## src/hw/rtl/fat12rs_pkg.sv

```systemverilog
// Types, constants and codes shared by the FAT12 read sequencer files.
package fat12rs_pkg;

   localparam int unsigned FAT_BYTES_DEF    = 8192;
   localparam int unsigned SECTOR_BYTES_DEF = 512;

   localparam int unsigned CNT_W      = 15;
   localparam int unsigned SEC_W      = 24;
   localparam int unsigned POS_W      = 32;
   localparam int unsigned CLU_W      = 24;
   localparam int unsigned SIC_W      = 7;
   localparam int unsigned SPC_W      = 8;
   localparam int unsigned DSS_W      = 16;
   localparam int unsigned LOOK_W     = 17;
   localparam int unsigned OFF_OUT_W  = 9;
   localparam int unsigned LEN_OUT_W  = 10;
   localparam int unsigned CSR_IDX_W  = 1;
   localparam int unsigned CSR_DATA_W = 16;

   localparam logic [CNT_W-1:0]  MAX_READ     = 15'd16384;
   localparam logic [SPC_W-1:0]  SPC_MAX      = 8'd128;
   localparam logic [11:0]       CHAIN_END    = 12'hFF8;
   localparam logic [15:0]       ENTRY_MASK   = 16'h0FFF;
   localparam logic [CLU_W-1:0]  CLUSTER_BASE = 24'd2;

   localparam logic [1:0] OP_FAT_WRITE = 2'd0;
   localparam logic [1:0] OP_OPEN      = 2'd1;
   localparam logic [1:0] OP_READ      = 2'd2;
   localparam logic [1:0] OP_SPARE     = 2'd3;

   localparam logic [CSR_IDX_W-1:0] CSR_DATA_START = 1'b0;
   localparam logic [CSR_IDX_W-1:0] CSR_SPC        = 1'b1;

   typedef struct packed {
      logic [1:0]  operation;
      logic [12:0] fat_address;
      logic [7:0]  fat_byte;
      logic [11:0] start_cluster;
      logic [23:0] start_sector;
      logic        contiguous;
      logic        dir_flag;
      logic [31:0] file_size;
      logic [14:0] byte_count;
   } req_type;

   typedef struct packed {
      logic [8:0]  buffer_offset;
      logic [9:0]  span_length;
      logic [23:0] fetch_sector;
      logic        fetch_valid;
      logic        chain_end;
      logic        last;
   } rsp_type;

   typedef enum logic [1:0] {
      ALU_MUL = 2'd0,
      ALU_ADD = 2'd1,
      ALU_SUB = 2'd2
   } alu_op_type;

   typedef struct packed {
      alu_op_type  op;
      logic [31:0] a;
      logic [31:0] b;
      logic [7:0]  c;
   } alu_req_type;

   typedef struct packed {
      logic [31:0] res;
      logic        borrow;
   } alu_rsp_type;

endpackage

```

## src/hw/rtl/fat12rs_alu.sv

```systemverilog
// Shared arithmetic unit: multiply, three-way add and subtract, result registered.
module fat12rs_alu
   import fat12rs_pkg::*;
(
   input  logic        clock,
   input  alu_req_type req,
   output alu_rsp_type rsp
);

   logic [31:0] prod;
   logic [32:0] diff;
   logic [31:0] res_in;
   logic        borrow_in;
   logic [31:0] res_ff;
   logic        borrow_ff;

   assign prod = req.a[23:0] * req.b[7:0];
   assign diff = {1'b0, req.a} - {1'b0, req.b};

   always_comb begin
      res_in    = '0;
      borrow_in = 1'b0;
      unique case (req.op)
         ALU_MUL: begin
            res_in = {8'd0, prod[23:0]};
         end
         ALU_ADD: begin
            res_in = req.a + req.b + {24'd0, req.c};
         end
         ALU_SUB: begin
            res_in    = diff[31:0];
            borrow_in = diff[32];
         end
         default: begin
            res_in = '0;
         end
      endcase
   end

   always_ff @(posedge clock) begin
      res_ff    <= res_in;
      borrow_ff <= borrow_in;
   end

   assign rsp.res    = res_ff;
   assign rsp.borrow = borrow_ff;

endmodule

```

## config.mk

```make
export PLATFORM = sky130hd
export DESIGN_NAME = fat12rs_alu
export DESIGN_NICKNAME = d
export VERILOG_FILES = /design/src/hw/rtl/fat12rs_pkg.sv /design/src/hw/rtl/fat12rs_alu.sv
export SDC_FILE = /design/constraint.sdc
export NUM_CORES = 1
export LEC_CHECK = 0
export BUFFER_PORTS_ARGS = -buffer_cell sky130_fd_sc_hd__buf_2
export CORE_MARGIN = 2
export CORE_UTILIZATION = 45
export DETAILED_ROUTE_END_ITERATION = 8
export GPL_TIMING_DRIVEN = 0
export PLACE_DENSITY_LB_ADDON = 0.08
export SLEW_MARGIN = 20
export SYNTH_ARGS = -nofsm -noshare
export SYNTH_HDL_FRONTEND = slang
export SYNTH_SLANG_ARGS = --single-unit
```

## constraint.sdc

```tcl
create_clock -name clock -period 7.9 [get_ports clock]
set_input_delay 2.37 -clock clock [delete_from_list [all_inputs] [get_ports clock]]
set_output_delay 2.37 -clock clock [all_outputs]
set_load 0.005 [all_outputs]
```

After elaboration in Yosys (flattened, before gate mapping) --
Index checks and enable logic that the tools add are counted.
Storage, ports and cells: bits in registers 33, input bits 75, output and inout bits 33, logic and storage cells 10
Cells by class: $add $sub $neg 3, multiply operators 1, equality and inequality tests 2, mux-type cells 1, reductions and logical operators 1
Operators with widths (count):
- 32-bit case mux with 3 select lines | 1
- 32-bit by 32-bit subtractor with 33-bit output | 1
- 32-bit adder | 1
- 32-bit by 8-bit adder with 32-bit output | 1
- 24-bit by 8-bit multiplier with 24-bit output | 1
- 2-bit by 1-bit == test with 1-bit output (second input constant) | 1
- 2-bit == test (second input constant) | 1
- 2-bit logical NOT | 1

Longest topological paths before layout --
Gate-level depths: netlist of the first run.
depth after elaboration 3, depth in mapped cells 22, mapped depth without buffers 21

Worst setup path before layout of the first run --
Ideal clock, no wire load.
kind input port to flip-flop, start input req[11] (netlist name), end register res_ff[23], library setup time 0.133 ns, data arrival time 6.865 ns, data required time 7.767 ns, slack 0.902 ns, stages 19, buffers on the path 2, cell sequence clkbuf_1 -> clkbuf_1 -> and2_1 -> fa_1 -> fa_1 -> fa_1 -> inv_1 -> fa_1 -> inv_1 -> ha_1 -> o21a_1 -> o21ai_0 -> o31ai_1 -> o41ai_2 -> nor3_1 -> o31ai_1 -> a311oi_1 -> o31ai_1 -> o211ai_1
Between the ends: cells in the longest elaborated chain, start to end 3, elaborated cells on any way between the ends 5, those cells by class add/sub: 3; mul: 1; mux: 1
RTL lines:
- start: declaration | line fat12rs_alu.sv:6 | input alu_req_type req,
- 32-bit adder | line fat12rs_alu.sv:28 | res_in = req.a + req.b + {24'd0, req.c};
- 32-bit by 8-bit adder with 32-bit output | line fat12rs_alu.sv:28
- 32-bit case mux with 3 select lines * | line fat12rs_alu.sv:23 | unique case (req.op)
- named net res_in[23] | line fat12rs_alu.sv:12 | logic [31:0] res_in;
- end signal: assignment | line fat12rs_alu.sv:41 | res_ff <= res_in;
- end: declaration | line fat12rs_alu.sv:14 | logic [31:0] res_ff;
The timed path passes the listed nets; every way through them passes the cells marked *. A chain may end at the register's enable or synchronous reset.

Final worst setup path of the first run --
start input req[10] (netlist name), end register res_ff[23]
The elaborated chain is that of the path after synthesis.

==> impl_metrics.tcl, run 1 <==
set metrics [dict create \
    seqCellArea_um2 661 \
    internal_power_uw 1180 \
    ys.flop_type "dfxtp_1" \
    rsz0062_at_grt "no" \
    clockBufferDepth 2 \
    postLayoutCoreUtil_pct 50.4 \
    yosys.cell_types.count 62 \
    cts_buffers 5 \
    drt_wl_total_um 25800 \
    start_util_pct 45.5 \
    p_seq_share_pct 10.1 \
    synth_nets 1464 \
    cts-root-buf "clkbuf_16" \
    die_h_um 149 \
    portBuffers 105 \
    n_fill_cell 2125 \
    outcome "complete, no violations" \
    cts_sinks 33 \
    setup_viol 0 \
    hpwl_um 22000 \
    synth_edf_count 0 \
    cpPeakStageDelay_ns 0.56 \
    cp_common_cell "fa_1" \
    grt_pass1_wl_um 42100 \
    hold_path_class "in -> reg" \
    pre_cts_ws_ns -0.618 \
    critical_path_class "in -> reg" \
    ioPinCount 108 \
    timing.final.crit_share_pct 96.6 \
    placed_area_um2 10400 \
    gr-total-overflow 0 \
    drtPass1Iterations 5 \
    dp.cells 1526 \
    crit_fanout 11 \
    cts_tree "built" \
    cp_num_buf_inv 5 \
    area_delta_synth_final_pct 10.8 \
    min_period_ns 7.63 \
    wl_per_cell_um 16.8 \
    tightestPinTransition_ns 1.05 \
    multi_input_area_um2 7990 \
    gp_congestion 0.901 \
    end_kind "flop" \
    synthesis.area_um2 9490 \
    die_w_um 149 \
    grt_pass1_vias 7992 \
    layout_setup_ws_ns 0.271 \
    combPwrFrac_pct 81.9 \
    clk_pin_slew_ns 0.06 \
    p_total_uw 2380 \
    synth_warnings 0 \
    cap_violations 0 \
    worstPathArrival_ns 7.76 \
    worst_ep_required_time_ns 8.03 \
    slew_violations 0 \
    rows 53 \
    crit_chain "buf_2, clkbuf_2, and2_1, fa_1, fa_1, fa_1, inv_1, fa_1, inv_1, ha_1, o21a_1, o21ai_0, o31ai_1, o41ai_2, buf_4, nor3_1, o31ai_1, a311oi_1, o31ai_1, o211ai_1" \
    ys_ff_latch 33 \
    worst_slew_margin_rel_pct 30.0 \
    final_cells 1534 \
    drcViolationCount 0 \
    synth_area_per_cell_um2 8.28 \
    power_density_nw_per_um2 226 \
    start_kind "primary input" \
    die_area_um2 22300 \
    swShare_pct 50.4 \
    htree_levels 2 \
    drtIter0Drc 386 \
    route.vias.total 8072 \
    antenna_found_initial 0 \
    track_usage_pct 24.0 \
    postSynthCellCount 1146 \
    yosysSeqAreaShare_pct 6.96 \
    ant_nets 0 \
    pwr-share-clk_pct 8.0 \
    crit_slowest_cell "fa_1" \
    p_switching_uw 1200 \
    cpLargestDelayFamily "adder cells" \
    grt_start_max_net_pins 20 \
    avgViaCountPerCell 5.26 \
    fmax_mhz 131 \
    drive_gt1_share_pct 11.5 \
    stdcell_area_um2 10500 \
    finalHoldViolCount 0 \
    nets 1575 \
    coreArea_um2 20900 \
    p_leak_uw 0.00528 \
    async_reset_ff_share_pct 0 \
    peakVddDrop_mv 0.148 \
]
[power groups by stage]
stage | Combinational, uW | Sequential, uW | Clock [uW]
final | 1950 | 240 | 190
after global routing | 2220 | 245 | 205
after CTS | 1950 | 241 | 195
after detailed placement | 1940 | 244 | 0
after global placement | 1940 | 243 | 0
after floorplan | 1450 | 252 | 0
[synthesized netlist by cell type (3+ instances only)]
library cell    n  share of area (%)
ha_1          125                 16
a21o_1         26                2.1
a21oi_2         4               0.37
xor2_1         18                1.7
o21bai_1       16                1.3
mux2i_1         7               0.74
nand2b_1        7               0.46
o31ai_2         3               0.40
fa_1          118                 25
nor2_1         55                2.2
a21oi_1        66                3.5
nand4_1         6               0.40
clkbuf_1       26                1.0
and2_1        117                7.7
o21ai_1         4               0.21
nor3_1         16               0.84
dfxtp_1        33                7.0
o22ai_1        22                1.4
nand3_1         8               0.42
and3_1          3               0.20
o21ai_0        37                2.0
a211o_1         4               0.37
o2111ai_1       3               0.28
o31ai_1         6               0.47
inv_1         194                7.7
a211oi_1        8               0.63
nor2b_1        11               0.72
nand2_1        75                3.0
xnor2_1        64                5.9
a31oi_1         7               0.46
o21a_1          8               0.63
o211ai_1        6               0.47
[worst paths after layout]
check | cells after the start | slack (ns) | endpoint | from
min | 3 | 2.38 | borrow_ff | req[71]
max | 20 | 0.27 | res_ff[23] | req[10]
[sequential cells by signal, summed over array words and instances, names as in the netlist]
| register | count |
|---|---|
| borrow_ff | 1 |
| res_ff | 32 |
[metrics by stage]
stage	setup TNS (ns)	hold slack [ns]
floorplan	0	2.57
global placement	-2.79	2.68
detailed placement	-2.05	2.67
CTS	0	2.38
global route	0	2.42
finish	0	2.38
[repair_timing]
item,CTS,global route
endpoints found under the setup margin,3,2
gates resized for setup,1,8
hold buffers,0,0
setup buffers,0,2
pin swaps,0,1
[layer usage]
| layer | global-route usage, % | part of all wire, % | vias up |
|---|---|---|---|
| met3 | 1.65 | 2.8 | 16 |
| met4 | 2.52 | 0.84 | 0 |
| li1 | - | - | 3980 |
| met5 | 0 | 0 | - |
| met1 | 34.3 | 48 | 3925 |
| met2 | 41.4 | 49 | 151 |
[area by class of cell]
class / count / share of cell area [%]
multi-input cells: 890 / 76.0
plain buffers: 26 / 1.05
well taps: 275 / 3.27
inverters: 194 / 6.92
clock inverters: 3 / 0.167
repair buffers: 107 / 5.14
diodes: 1 / 0.0238
flip-flops and latches: 33 / 6.28
clock buffers: 5 / 1.19
[cell families after synthesis]
| logic type | count (synthesis) | synth area share (%) |
|---|---|---|
| AND/OR/NAND/NOR | 308 | 16.7 |
| AO/OA/AOI/OAI | 250 | 17.8 |
| adder cells (fa/ha/maj) | 243 | 41.4 |
| buffers and inverters | 223 | 8.88 |
| XOR/XNOR | 82 | 7.56 |
| flip-flops | 33 | 6.96 |
| multiplexers | 7 | 0.738 |
[cell usage in the layout (no fill, tap or decap), drive strengths merged, types with 4 or more instances in the layout]
master,n
a211o,5
a211oi,9
a21o,27
a21oi,70
a31oi,9
a41oi,4
and2,117
buf,110
clkbuf,28
dfxtp,33
fa,118
ha,125
inv,194
mux2i,7
nand2,75
nand2b,7
nand3,9
nand4,6
nor2,56
nor2b,11
nor3,16
o2111ai,4
o211ai,6
o21a,8
o21ai,41
o21bai,16
o22ai,22
o31ai,9
xnor2,64
xor2,18
(Power assumes the default switching activity.)
==> run 2: changes to the inputs <==
--- a/config.mk
+++ b/config.mk
@@ -10,6 +10,7 @@
 export CORE_UTILIZATION = 45
 export DETAILED_ROUTE_END_ITERATION = 8
 export GPL_TIMING_DRIVEN = 0
+export MAX_ROUTING_LAYER = met4
 export PLACE_DENSITY_LB_ADDON = 0.08
 export SLEW_MARGIN = 20
 export SYNTH_ARGS = -nofsm -noshare
==> run 2 against run 1 <==
  * Combinational power barely moved
  * Count of clock-buffer cells in the layout did not move
  * Cell count did not move
  * Cell area did not move
  * Via count barely moved
  * Largest cell class unchanged
  * Critical path type unchanged
  * Sequential cell count did not move
==> impl_metrics.tcl, run 2 (synthesized netlist as in run 1, its figures left out) <==
set metrics [dict create \
    outcome "complete, no violations" \
    slew_violations 0 \
    clk_pin_slew_ns 0.06 \
    worst_ep_required_time_ns 8.03 \
    top_register "res_ff" \
    wl_per_cell_um 16.8 \
    cts_buffers 5 \
    min_period_ns 7.63 \
    rows 53 \
    drtPass1Iterations 5 \
    dp.cells 1526 \
    final_cells 1534 \
    antenna_found_initial 0 \
    grt_pass1_wl_um 42000 \
    route.vias.total 8065 \
    cts-root-buf "clkbuf_16" \
    avgViaCountPerCell 5.26 \
    hold_path_class "in -> reg" \
    largest_reg_flops 32 \
    whs_ns 2.38 \
    track_usage_pct 24.7 \
    hpwl_um 22000 \
    die_h_um 149 \
    grt_pass1_vias 7994 \
    drtIter0Drc 394 \
    holdBufCountCts 0 \
    worstHoldStart "req[71]" \
    start_kind "primary input" \
    cts_tree "built" \
    clockBufferDepth 2 \
    p_leak_uw 0.00528 \
    cts_sinks 33 \
    die_area_um2 22300 \
    start_util_pct 45.5 \
    grt_start_max_net_pins 20 \
    power_density_nw_per_um2 226 \
    die_w_um 149 \
    final_cell_mix "inv_1, ha_1, fa_1" \
    layout_commonest_cell "inv_1" \
    end_kind "flop" \
    critical_path_class "in -> reg" \
    drt_wl_total_um 25800 \
    gp_congestion 0.917 \
    rsz0062_at_grt "no" \
    gr-total-overflow 0 \
    peakVddDrop_mv 0.148 \
    ioPinCount 108 \
    worstPathArrival_ns 7.76 \
    worst_slew_margin_rel_pct 28.9 \
    crit_fanout 11 \
    setup_viol 0 \
    hold_end "borrow_ff" \
    ant_nets 0 \
    drcViolationCount 0 \
    tightestPinTransition_ns 1.06 \
    timing.final.crit_share_pct 96.6 \
    reg_top3 "res_ff x32, borrow_ff x1" \
    finalHoldViolCount 0 \
    area_delta_synth_final_pct 10.8 \
    portBuffers 105 \
    n_fill_cell 2125 \
    coreArea_um2 20900 \
    fmax_mhz 131 \
    cap_violations 0 \
    fin_tns_setup_ns 0 \
    hold_depth 3 \
    nets 1575 \
    htree_levels 2 \
    drive_gt1_share_pct 11.5 \
]
==> run 2: cell counts in the layout (fill, tap and decap cells not counted) <==
Identical to the previous run, type by type.
==> run 2: timing repair <==
item,CTS,global route
buffers inserted,0,2
resized for setup,1,8
pin swaps,0,1
hold endpoints to repair,0,0
setup endpoints to repair,3,2
==> run 2: critical path: stages <==
cell      delay (ns)
buf_2           0.25
clkbuf_2        0.36
and2_1          0.19
fa_1            0.44
fa_1            0.48
fa_1            0.54
inv_1           0.06
fa_1            0.56
inv_1           0.05
ha_1            0.34
o21a_1          0.19
o21ai_0         0.21
o31ai_1         0.14
o41ai_2         0.29
buf_4           0.18
nor3_1          0.05
o31ai_1         0.37
a311oi_1        0.17
o31ai_1         0.34
o211ai_1        0.16
==> run 2: layout make-up <==
class / instances / area, um2 / share of cell area [%]
Clock buffer: 5 / 125 / 1.19
Sequential cell: 33 / 661 / 6.28
Tap cell: 275 / 344 / 3.27
Buffer: 26 / 110 / 1.05
Antenna cell: 1 / 2.50 / 0.0238
Timing Repair Buffer: 107 / 541 / 5.14
Multi-Input combinational cell: 890 / 7990 / 76.0
Clock inverter: 3 / 17.5 / 0.167
Inverter: 194 / 728 / 6.92
==> run 2: worst max-delay path by stage <==
stage,endpoint,from,slack (ns),cells past startpoint
detailed placement,res_ff[21],req[11],-0.62,19
global placement,res_ff[21],req[11],-0.73,19
finish,res_ff[23],req[10],0.27,20
CTS,res_ff[21],req[14],0.03,19
floorplan,res_ff[23],req[11],0.90,19
global route,res_ff[23],req[10],0.03,20
==> run 2: report_power, final <==
part	internal, uW	switching [uW]
Combinational	837	1110
Clock	115	74.0
Sequential	226	14.0
Total	1180	1200
==> run 2: per-layer routing <==
layer	share of wire (%)	GRT usage, %	up-vias
met3	2.8	1.59	16
met2	49	41.5	147
li1	-	-	3974
met4	0.84	2.52	0
met5	0	-	-
met1	47	34.2	3928
==> run 2: metrics by stage <==
step / worst slack (ns) / utilization (%) / instance area (um2) / power, uW
final: 0.269 / 50.4 / 10500 / 2380
after global routing: 0.0264 / 50.3 / 10500 / 2670
after CTS: 0.0276 / 50.3 / 10500 / 2380
after detailed placement: -0.618 / 49.6 / 10400 / 2180
after global placement: -0.732 / 49.6 / 10400 / 2180
after floorplan: 0.902 / - / 9490 / 1700
==> run 3: changes to the inputs <==
--- a/config.mk
+++ b/config.mk
@@ -9,9 +9,9 @@
 export CORE_MARGIN = 2
 export CORE_UTILIZATION = 45
 export DETAILED_ROUTE_END_ITERATION = 8
-export GPL_TIMING_DRIVEN = 0
 export MAX_ROUTING_LAYER = met4
 export PLACE_DENSITY_LB_ADDON = 0.08
+export RECOVER_POWER = 100
 export SLEW_MARGIN = 20
 export SYNTH_ARGS = -nofsm -noshare
 export SYNTH_HDL_FRONTEND = slang
==> run 3 against run 2 <==
  * The run now ends with max-capacitance violations, max-slew violations left
  * Utilization fell by 0.58 points
  * Critical path depth fell by 2
  * Cell area fell by 1.2%
  * Global-route usage barely moved
  * Count of clock-buffer cells in the layout rose by 2
  * Non-clock buffer count fell by 22
  * Hold slack got worse by 0.0016 ns
  * Routed wire length fell by 1.6%
==> impl_metrics.tcl, run 3 (synthesized netlist as in run 1, its figures left out) <==
set metrics [dict create \
    outcome "finished with violations" \
    violations "max-capacitance violations, max-slew violations" \
    clockBufferDepth 2 \
    worst_ep_required_time_ns 8.05 \
    peakVddDrop_mv 0.139 \
    nets 1553 \
    p_leak_uw 0.00518 \
    ant_nets 0 \
    avgViaCountPerCell 5.22 \
    cp_num_buf_inv 3 \
    cts_resized 0 \
    gp_congestion 0.896 \
    drt_wl_total_um 25400 \
    portBuffers 107 \
    die_h_um 149 \
    drive_gt1_share_pct 9.39 \
    multi_input_area_um2 7950 \
    layout_commonest_cell "inv_1" \
    cpLargestDelayFamily "adder cells" \
    pre_cts_ws_ns 0.385 \
    reg_top3 "res_ff x32, borrow_ff x1" \
    wl_per_cell_um 16.8 \
    rows 53 \
    htree_levels 2 \
    ioPinCount 108 \
    setup_viol 0 \
    cts_tree "built" \
    finalHoldViolCount 0 \
    area_delta_synth_final_pct 9.52 \
    layout_setup_ws_ns 0.639 \
    largest_reg_flops 32 \
    antenna_found_initial 0 \
    slew_violations 3 \
    cpPeakStageDelay_ns 0.54 \
    diodes 0 \
    tightestPinTransition_ns 1.52 \
    start_util_pct 45.5 \
    end_kind "flop" \
    track_usage_pct 24.7 \
    min_period_ns 7.26 \
    holdBufCountCts 0 \
    grt_start_max_net_pins 44 \
    coreArea_um2 20900 \
    die_w_um 149 \
    drcViolationCount 0 \
    fmax_mhz 138 \
    timing.final.crit_share_pct 91.9 \
    cp_common_cell "fa_1" \
    p_total_uw 2380 \
    drtPass1Iterations 6 \
    hold_path_class "in -> reg" \
    crit_slowest_cell "fa_1" \
    final_cell_mix "inv_1, ha_1, fa_1" \
    die_area_um2 22300 \
    top_register "res_ff" \
    drtIter0Drc 395 \
    cts_buffers 5 \
    cts_sinks 33 \
    clk_pin_slew_ns 0.05 \
    grt_pass1_wl_um 42400 \
    worst_slew_margin_rel_pct -3.70 \
    power_density_nw_per_um2 229 \
    placed_area_um2 10300 \
    crit_fanout 22 \
    rsz0062_at_grt "no" \
    start_kind "primary input" \
    fin_tns_setup_ns 0 \
    whs_ns 2.37 \
    grt_pass1_vias 8097 \
    worstPathArrival_ns 7.41 \
    cap_violations 1 \
    hpwl_um 21000 \
    n_fill_cell 2154 \
    crit_chain "buf_2, and2_1, fa_1, fa_1, fa_1, inv_1, fa_1, inv_1, ha_1, o21a_1, o21ai_0, o31ai_1, o41ai_2, nor3_1, o31ai_1, a311oi_1, o31ai_1, o211ai_1" \
    gr-total-overflow 0 \
    stdcell_area_um2 10400 \
    cts-root-buf "clkbuf_16" \
    cts_setup_buffers 0 \
    seqCellArea_um2 661 \
    route.vias.total 7890 \
    critical_path_class "in -> reg" \
]
==> run 3: cell types whose count changed in the layout (fill, tap and decap cells not counted), moves of 2 or more <==
| cell | previous run | this run |
|---|---|---|
| buf_2 | 107 | 89 |
| and2_1 | 117 | 114 |
| a41oi_2 | 2 | 0 |
| clkinv_2 | 2 | 0 |
| a41oi_1 | 2 | 4 |
| o21ai_1 | 4 | 2 |
| clkbuf_2 | 5 | 0 |
| a31oi_1 | 7 | 9 |
| a31oi_2 | 2 | 0 |
| and2_0 | 0 | 3 |
| o21ai_0 | 37 | 39 |
==> run 3: report_power, final <==
group	total (uW)	internal, uW	leakage, uW	switching [uW]
Sequential	245	226	0.000276	19.2
Combinational	1900	812	0.00482	1090
Clock	231	158	0.0000841	73.0
Total	2380	1200	0.00518	1180
==> run 3: metrics by stage <==
stage	utilization, %	cells
6_report	49.8	1511
3_5_place_dp	49.3	1503
2_1_floorplan	-	1146
4_1_cts	50.1	1511
5_1_grt	49.8	1511
3_3_place_gp	49.3	1503
==> run 3: final timing paths <==
path	from	end	slack, ns	cells past startpoint
min	req[71]	borrow_ff	2.37	3
max	req[11]	res_ff[23]	0.64	18
==> run 3: area by class of cell <==
class | instances | area share (%)
multi-input combinational | 890 | 76.4
sequential | 33 | 6.35
clock inverter | 1 | 0.289
tap | 275 | 3.31
clock buffer | 7 | 1.37
inverter | 194 | 7.00
timing repair buffer | 111 | 5.22
==> run 3: metal layers <==
layer,part of all wire (%),routed length (um),global-route usage (%),vias to the layer above
met5,0,0,-,-
met3,2.7,696,2.39,12
li1,-,-,-,3932
met4,0.79,200,2.33,0
met1,46,11700,32.4,3803
met2,50,12800,43.1,143
